**src/sv/svpwm_pkg.sv**
```systemverilog
`default_nettype none
package svpwm_pkg;

	localparam int unsigned UsWidth = 16;

	localparam logic [UsWidth-1:0] FramePeriodReset = 16'd20000;
	localparam logic [UsWidth-1:0] MinPulseReset    = 16'd500;
	localparam logic [UsWidth-1:0] MaxPulseReset    = 16'd2500;
	localparam logic [UsWidth-1:0] SlewStepReset    = 16'd25;

	typedef enum logic [1:0] {
		CFG_FRAME_PERIOD = 2'd0,
		CFG_MIN_PULSE    = 2'd1,
		CFG_MAX_PULSE    = 2'd2,
		CFG_SLEW_STEP    = 2'd3
	} cfg_index_t;

	typedef enum logic {
		KIND_TICK = 1'b0,
		KIND_SET  = 1'b1
	} kind_t;

	typedef struct packed {
		logic [UsWidth-1:0] frame_period;
		logic [UsWidth-1:0] min_pulse;
		logic [UsWidth-1:0] max_pulse;
		logic [UsWidth-1:0] slew_step;
	} cfg_t;

	typedef struct packed {
		logic               kind;
		logic               channel;
		logic [UsWidth-1:0] pulse_us;
	} item_t;

	// Move cur toward tgt by at most step; a zero on either side jumps to tgt.
	function automatic logic [UsWidth-1:0] slew_toward(
		input logic [UsWidth-1:0] cur,
		input logic [UsWidth-1:0] tgt,
		input logic [UsWidth-1:0] step
	);
		logic [UsWidth:0]   up;
		logic [UsWidth-1:0] down;
		logic [UsWidth-1:0] res;
		up   = {1'b0, cur} + {1'b0, step};
		down = cur - step;
		if (cur == '0 || tgt == '0) begin
			res = tgt;
		end else if ({1'b0, tgt} > up) begin
			res = up[UsWidth-1:0];
		end else if (cur > step && tgt < down) begin
			res = down;
		end else begin
			res = tgt;
		end
		return res;
	endfunction

endpackage
`default_nettype wire

```
**src/sv/svpwm_cfg_regs.sv**
```systemverilog
`default_nettype none
module svpwm_cfg_regs (
	input  wire logic                            clk,
	input  wire logic                            arst_n,
	input  wire logic                            cfg_valid,
	output logic                                 cfg_ready,
	input  wire logic [1:0]                      cfg_index,
	input  wire logic [svpwm_pkg::UsWidth-1:0]   cfg_data,
	output svpwm_pkg::cfg_t                      cfg
);
	import svpwm_pkg::*;

	cfg_t cfg_q;

	assign cfg_ready = 1'b1;
	assign cfg      = cfg_q;

	always_ff @(posedge clk or negedge arst_n) begin
		if (!arst_n) begin
			cfg_q.frame_period <= FramePeriodReset;
			cfg_q.min_pulse    <= MinPulseReset;
			cfg_q.max_pulse    <= MaxPulseReset;
			cfg_q.slew_step    <= SlewStepReset;
		end else if (cfg_valid && cfg_ready) begin
			unique case (cfg_index_t'(cfg_index))
				CFG_FRAME_PERIOD: cfg_q.frame_period <= cfg_data;
				CFG_MIN_PULSE:    cfg_q.min_pulse    <= cfg_data;
				CFG_MAX_PULSE:    cfg_q.max_pulse    <= cfg_data;
				CFG_SLEW_STEP:    cfg_q.slew_step    <= cfg_data;
				default: ;
			endcase
		end
	end

endmodule
`default_nettype wire

```
**src/sv/svpwm_in_reg.sv**
```systemverilog
`default_nettype none
module svpwm_in_reg (
	input  wire logic                            clk,
	input  wire logic                            arst_n,
	input  wire logic                            in_valid,
	output logic                                 in_stall,
	input  wire svpwm_pkg::item_t                item_in,
	input  wire logic                            advance,
	output logic                                 valid_s1,
	output svpwm_pkg::item_t                     item_s1
);
	import svpwm_pkg::*;

	logic take;

	// Hold the staged item while it cannot move on.
	assign in_stall = valid_s1 && !advance;
	assign take     = in_valid && !in_stall;

	always_ff @(posedge clk or negedge arst_n) begin
		if (!arst_n) begin
			valid_s1 <= 1'b0;
		end else if (take) begin
			valid_s1 <= 1'b1;
		end else if (advance) begin
			valid_s1 <= 1'b0;
		end
	end

	always_ff @(posedge clk) begin
		if (take) begin
			item_s1 <= item_in;
		end
	end

endmodule
`default_nettype wire

```
**src/sv/svpwm_core.sv**
```systemverilog
`default_nettype none
module svpwm_core (
	input  wire logic                            clk,
	input  wire logic                            arst_n,
	input  wire svpwm_pkg::cfg_t                 cfg,
	input  wire logic                            valid_s1,
	input  wire svpwm_pkg::item_t                item_s1,
	output logic                                 advance,
	output logic                                 out_valid,
	input  wire logic                            out_stall,
	output logic                                 pin_first,
	output logic                                 pin_second,
	output logic [svpwm_pkg::UsWidth-1:0]        target_first,
	output logic [svpwm_pkg::UsWidth-1:0]        target_second,
	output logic [svpwm_pkg::UsWidth-1:0]        width_first,
	output logic [svpwm_pkg::UsWidth-1:0]        width_second
);
	import svpwm_pkg::*;

	logic [UsWidth-1:0] target_q [2];
	logic [UsWidth-1:0] width_q  [2];
	logic               pin_q    [2];
	logic [UsWidth-1:0] frame_q;
	logic               out_valid_q;

	logic [UsWidth-1:0] clamped;
	logic [UsWidth-1:0] width_nxt [2];
	logic               pin_nxt   [2];
	logic [UsWidth:0]   frame_inc;
	logic [UsWidth-1:0] frame_nxt;
	logic               commit;

	assign advance = !out_valid_q || !out_stall;
	assign commit  = valid_s1 && advance;

	always_comb begin
		clamped = item_s1.pulse_us;
		if (clamped < cfg.min_pulse) begin
			clamped = cfg.min_pulse;
		end
		if (clamped > cfg.max_pulse) begin
			clamped = cfg.max_pulse;
		end
	end

	always_comb begin
		for (int i = 0; i < 2; i++) begin
			width_nxt[i] = (frame_q == '0)
				? slew_toward(width_q[i], target_q[i], cfg.slew_step) : width_q[i];
			pin_nxt[i] = (width_nxt[i] != '0) && (frame_q < width_nxt[i]);
		end
		frame_inc = {1'b0, frame_q} + {{UsWidth{1'b0}}, 1'b1};
		frame_nxt = (frame_inc >= {1'b0, cfg.frame_period}) ? '0 : frame_inc[UsWidth-1:0];
	end

	// State registers double as the result register: they only move on commit.
	always_ff @(posedge clk or negedge arst_n) begin
		if (!arst_n) begin
			out_valid_q <= 1'b0;
			frame_q     <= '0;
			for (int i = 0; i < 2; i++) begin
				target_q[i] <= '0;
				width_q[i]  <= '0;
				pin_q[i]    <= 1'b0;
			end
		end else begin
			if (advance) begin
				out_valid_q <= valid_s1;
			end
			if (commit) begin
				if (kind_t'(item_s1.kind) == KIND_SET) begin
					target_q[item_s1.channel] <= clamped;
				end else begin
					frame_q <= frame_nxt;
					for (int i = 0; i < 2; i++) begin
						width_q[i] <= width_nxt[i];
						pin_q[i]   <= pin_nxt[i];
					end
				end
			end
		end
	end

	assign out_valid     = out_valid_q;
	assign pin_first     = pin_q[0];
	assign pin_second    = pin_q[1];
	assign target_first  = target_q[0];
	assign target_second = target_q[1];
	assign width_first   = width_q[0];
	assign width_second  = width_q[1];

endmodule
`default_nettype wire

```
**src/sv/servo_pwm_slew_limiter.sv**
```systemverilog
// Two-channel servo pulse generator with a per-frame slew limit.
//
// Input channel (in_valid / in_stall): each transfer is either a one
// microsecond tick (kind = 0) or a target update for one channel
// (kind = 1, channel, pulse_us). Every accepted item yields exactly one
// result on the output channel (out_valid / out_stall) with both pin
// levels, both clamped targets and both current output widths.
// A result passes through the input register, which the transfer loads,
// and then the state/result register, which loads once the core can advance.
// Throughput: one item per cycle while the receiver does not stall; each
// accepted tick updates the frame counter and width registers.
// When the receiver stalls, the result holds; one more item waits in the
// input register, and in_stall rises only once that register is full.
// Configuration (cfg_valid / cfg_ready, cfg_index, cfg_data) writes the
// frame period, the clamp limits and the slew step; cfg_ready is always
// high. Write it only while no item is in flight.
// Reset (arst_n low): targets, widths, pins and frame counter clear to
// zero, registers take their defaults (20000, 500, 2500, 25 us) and both
// channels drop their valid.
`default_nettype none
module servo_pwm_slew_limiter (
	input  wire logic                            clk,
	input  wire logic                            arst_n,
	input  wire logic                            in_valid,
	output logic                                 in_stall,
	input  wire logic                            kind,
	input  wire logic                            channel,
	input  wire logic [svpwm_pkg::UsWidth-1:0]   pulse_us,
	output logic                                 out_valid,
	input  wire logic                            out_stall,
	output logic                                 pin_first,
	output logic                                 pin_second,
	output logic [svpwm_pkg::UsWidth-1:0]        target_first,
	output logic [svpwm_pkg::UsWidth-1:0]        target_second,
	output logic [svpwm_pkg::UsWidth-1:0]        width_first,
	output logic [svpwm_pkg::UsWidth-1:0]        width_second,
	input  wire logic                            cfg_valid,
	output logic                                 cfg_ready,
	input  wire logic [1:0]                      cfg_index,
	input  wire logic [svpwm_pkg::UsWidth-1:0]   cfg_data
);
	import svpwm_pkg::*;

	cfg_t  cfg;
	item_t item_in;
	item_t item_s1;
	logic  valid_s1;
	logic  advance;

	// Bundle the input fields into one item.
	assign item_in.kind     = kind;
	assign item_in.channel  = channel;
	assign item_in.pulse_us = pulse_us;

	svpwm_cfg_regs u_cfg (
		.clk       (clk),
		.arst_n    (arst_n),
		.cfg_valid (cfg_valid),
		.cfg_ready (cfg_ready),
		.cfg_index (cfg_index),
		.cfg_data  (cfg_data),
		.cfg       (cfg)
	);

	// Hold one accepted item until the core can take it.
	svpwm_in_reg u_in (
		.clk      (clk),
		.arst_n   (arst_n),
		.in_valid (in_valid),
		.in_stall (in_stall),
		.item_in  (item_in),
		.advance  (advance),
		.valid_s1 (valid_s1),
		.item_s1  (item_s1)
	);

	// Clamp, slew, count and drive pins; state registers form the result.
	svpwm_core u_core (
		.clk           (clk),
		.arst_n        (arst_n),
		.cfg           (cfg),
		.valid_s1      (valid_s1),
		.item_s1       (item_s1),
		.advance       (advance),
		.out_valid     (out_valid),
		.out_stall     (out_stall),
		.pin_first     (pin_first),
		.pin_second    (pin_second),
		.target_first  (target_first),
		.target_second (target_second),
		.width_first   (width_first),
		.width_second  (width_second)
	);

endmodule
`default_nettype wire

```
**config.mk**
```make
export PLATFORM = sky130hd
export DESIGN_NAME = servo_pwm_slew_limiter
export DESIGN_NICKNAME = d
export VERILOG_FILES = /design/src/sv/svpwm_pkg.sv /design/src/sv/svpwm_cfg_regs.sv /design/src/sv/svpwm_in_reg.sv /design/src/sv/svpwm_core.sv /design/src/sv/servo_pwm_slew_limiter.sv
export SDC_FILE = /design/constraint.sdc
export NUM_CORES = 1
export LEC_CHECK = 0
export BUFFER_PORTS_ARGS = -buffer_cell sky130_fd_sc_hd__buf_2
export CORE_MARGIN = 4
export CORE_UTILIZATION = 55
export CTS_CLUSTER_SIZE = 40
export DETAILED_ROUTE_END_ITERATION = 10
export GPL_ROUTABILITY_DRIVEN = 0
export PLACE_DENSITY = 0.79
export SYNTH_ARGS = -nofsm -noshare
export SYNTH_HDL_FRONTEND = slang
export SYNTH_HIERARCHICAL = 1
export SYNTH_SLANG_ARGS = --single-unit
```
**constraint.sdc**
```tcl
create_clock -name clk -period 7.3 [get_ports clk]
set_input_delay 0.365 -clock clk [delete_from_list [all_inputs] [get_ports clk]]
set_output_delay 0.365 -clock clk [all_outputs]
set_load 0.05 [all_outputs]
```
==> impl_results.md <==
* Mapped Cells at 1841
* Post-CTS setup repair buffer count at 0
* Starting density of the core at 0.564
* Top cells by count, synth: 205 x ha_1, 150 x nand2_1, 129 x dfrtp_1, 129 x inv_1, 118 x a21oi_1
* Count leader, synth: ha_1
* CTS tree: yes
* Non-filler cells, final at 2294
* Number of buffers created by CTS at 17
* Remaining Overflow, GRT at 0
* Post-CTS Hold Fix Bufs at 0
* Synth area leaders: dfrtp_1 20%, ha_1 16%, mux2_2 4.7%, a21oi_1 3.7%, nand2_1 3.6%
* Clk sinks at 166
* Yosys warnings at 6
* M3 GR Usage at 0.0908
* Async SR Flop Fraction at 0.892
* Busiest grt layer: met2
* Vias in the first global route at 14800
* GRT met2 Usage at 0.509
* Chip width at 178 um
* Nets at 2152
* Max stage delay cell, worst path: dfrtp_1
* Core Box Area at 28100 um^2
* Placed insts at 2261
* Crit-path max FO at 8
* Worst Tran Pin Value at 1310 ps
* Clk buf depth at 2
* Post-route ant nets at 0
* Vias at 16000
* Mapped cell area at 15800 um^2
* Multi-input logic area at 10700 um^2
* Register Area at 4270 um^2
* Tmin final at 6870 ps
* Wirelength per Cell at 24.0 um
* Worst Hold Class: in -> async
* Fill count at 2434
* Vias per inst at 6.97
* Peak Freq at 0.146 GHz
* H-tree Lvls at 4
* Critical Path RT at 7660 ps
* GRT Resource Usage Total at 0.342
* Final Max Tran Viols at 0
* Clk_lat worst skew at 450 ps
* Syn_nets at 2091
* Reg clk slew, reported paths at 70 ps
* Final setup fails at 0
* Crit path buffers/inverters at 1
* FP Rows at 61
* Residual DRC at 0
* Layout Skew at 18.0 ps
* Cell taking the most area after synthesis: dfrtp_1
* CP Launch Type: flip-flop
* Die height at 178 um
* Worst slack at placement at 596 ps
* Routed WL at 55200 um
* CP endpoint kind: flip-flop
* IO Port Bufs at 108
* P per Cell Area at 525 nW/um^2
* Largest net degree at the start of global routing at 82
* Register area share after synthesis at 0.270
* Most used cell, CP: a21o_1
* # IOs at 110
* Critical path's largest stage delay at 590 ps
* Final TNS setup at 0 ps
* Worst VDD drop at 0.228 mV
* Syn avg cell area at 8.60 um^2
* Leakage at 7.98 nW
* Outcome: finished clean
* Post-synth EDFFs at 18
* Final hold vios at 0
* Crit path kind: reg -> reg
* Post-route setup slack at 432 ps
* Drt pass-1 iters at 10
* Crit path max-delay family: compound AO/OA/AOI/OAI gates
* Area grow syn2layout at 8.53%
* CTS Root Cell: clkbuf_16
* Layout cell share with drive strength beyond 1 at 0.152
* Initial antenna violation count at 3
* M1 GR Usage at 0.462
* Seq cells post-synth at 166
* Max Cap Viol at 0
* Total die area at 31600 um^2
* Slew headroom at 0.118
* Top FF cell, synth: dfrtp_1
* Initial DRC Count at 2677
* Final worst path period share at 0.941
* First-pass GRT wire length at 84500 um
* Post-synth top area share at 0.204
* DP Wirelength at 41800 um
* Synth cell types at 95
* CP Data Arrival Time at 7230 ps
[cell usage in the layout, fill, tap and decap left out, drive strengths merged, types with 10 or more instances in the layout]
master	netlist	routed
o21a	34	34
o31ai	18	18
a2111oi	12	12
dfstp	19	19
a22oi	11	11
ha	205	205
clkbuf	63	18
o2111ai	33	33
buf	25	130
and3	24	24
nor3b	12	12
nor3	78	78
o21ai	106	106
edfxtp	18	18
a21o	38	38
nand4	46	46
nand3b	20	20
a21oi	118	118
o211ai	41	41
nor2	96	96
xnor2	29	29
a211oi	17	17
nand2b	15	15
nor2b	27	27
dfrtp	129	129
inv	130	135
nor4	33	33
mux2i	10	10
xor2	19	19
mux2	66	66
nand2	150	150
nand3	45	45
[cells by family (layout without fill, tap and decap cells)]
family                     count (synthesis)  in the layout  share of synthesized area
AOI/OAI and AO/OA                        534            534                      0.235
adders and majority gates                209            209                      0.167
other                                      1              2                   0.000237
and+or+nand+nor                          587            587                      0.191
buffers and inverters                    220            294                     0.0572
xor gates and xnor gates                  48             48                     0.0265
DFF                                      166            166                      0.270
muxes                                     76             76                     0.0533
[path summary, 6_finish.rpt]
check,startpoint,endpoint,slack (ps),cells after the start
max reg2reg,u_cfg/cfg[1],u_core/pin_second,430,27
max,u_cfg/cfg[1],u_core/pin_second,430,27
min reg2reg,u_cfg/cfg[61],u_cfg/cfg[61],510,1
min,arst_n,u_cfg/cfg[35],0.7,1
max in group asynchronous,arst_n,u_cfg/cfg[63],5850,2
min in group clk,pulse_us[6],u_in/item_s1[6],100,1
[registers in the layout, indices dropped and copies added, names as in the netlist]
signal / cells
u_core/width_first: 16
u_core/target_second: 16
u_in/valid_s1: 1
u_core/out_valid: 1
u_core/pin_second: 1
u_core/width_second: 16
u_core/frame_q: 16
u_cfg/cfg: 64
u_core/pin_first: 1
u_core/target_first: 16
u_in/item_s1: 18
[metrics by stage]
step	util	power (W)	hold WS, ps	area [um^2]
6_report	0.612	0.00902	0.668	17200
5_1_grt	0.612	0.00951	41.8	17200
2_1_floorplan	-	0.00601	69.4	15800
3_5_place_dp	0.592	0.00779	478	16600
4_1_cts	0.611	0.00868	10.2	17200
3_3_place_gp	0.592	0.00761	482	16600
[report_power, final]
group,internal (W),total [W],switching [W]
Combinational,0.00218,0.00640,0.00422
Sequential,0.00119,0.00176,0.000579
Clock,0.000444,0.000859,0.000415
[final cells by class]
cell class,instances,share of cell area
sequential,166,0.248
clock buffer,18,0.0250
tap,378,0.0275
inverter,132,0.0288
timing repair buffer,130,0.0414
clock inverter,14,0.00684
antenna,1,0.000146
multi-input combinational,1455,0.622
[per-layer routing]
| metal | share of wire | up-vias |
|---|---|---|
| met5 | 0 | - |
| met4 | 0.057 | 0 |
| met3 | 0.13 | 253 |
| met2 | 0.43 | 1223 |
| met1 | 0.39 | 7470 |
| li1 | - | 7045 |
[timing repair]
| item | CTS | global route |
|---|---|---|
| setup endpoints to repair | 0 | 1 |
| hold endpoints to repair | 0 | 0 |
| resized for setup | 0 | 4 |
Note: power is estimated with default switching activity, not from simulation.
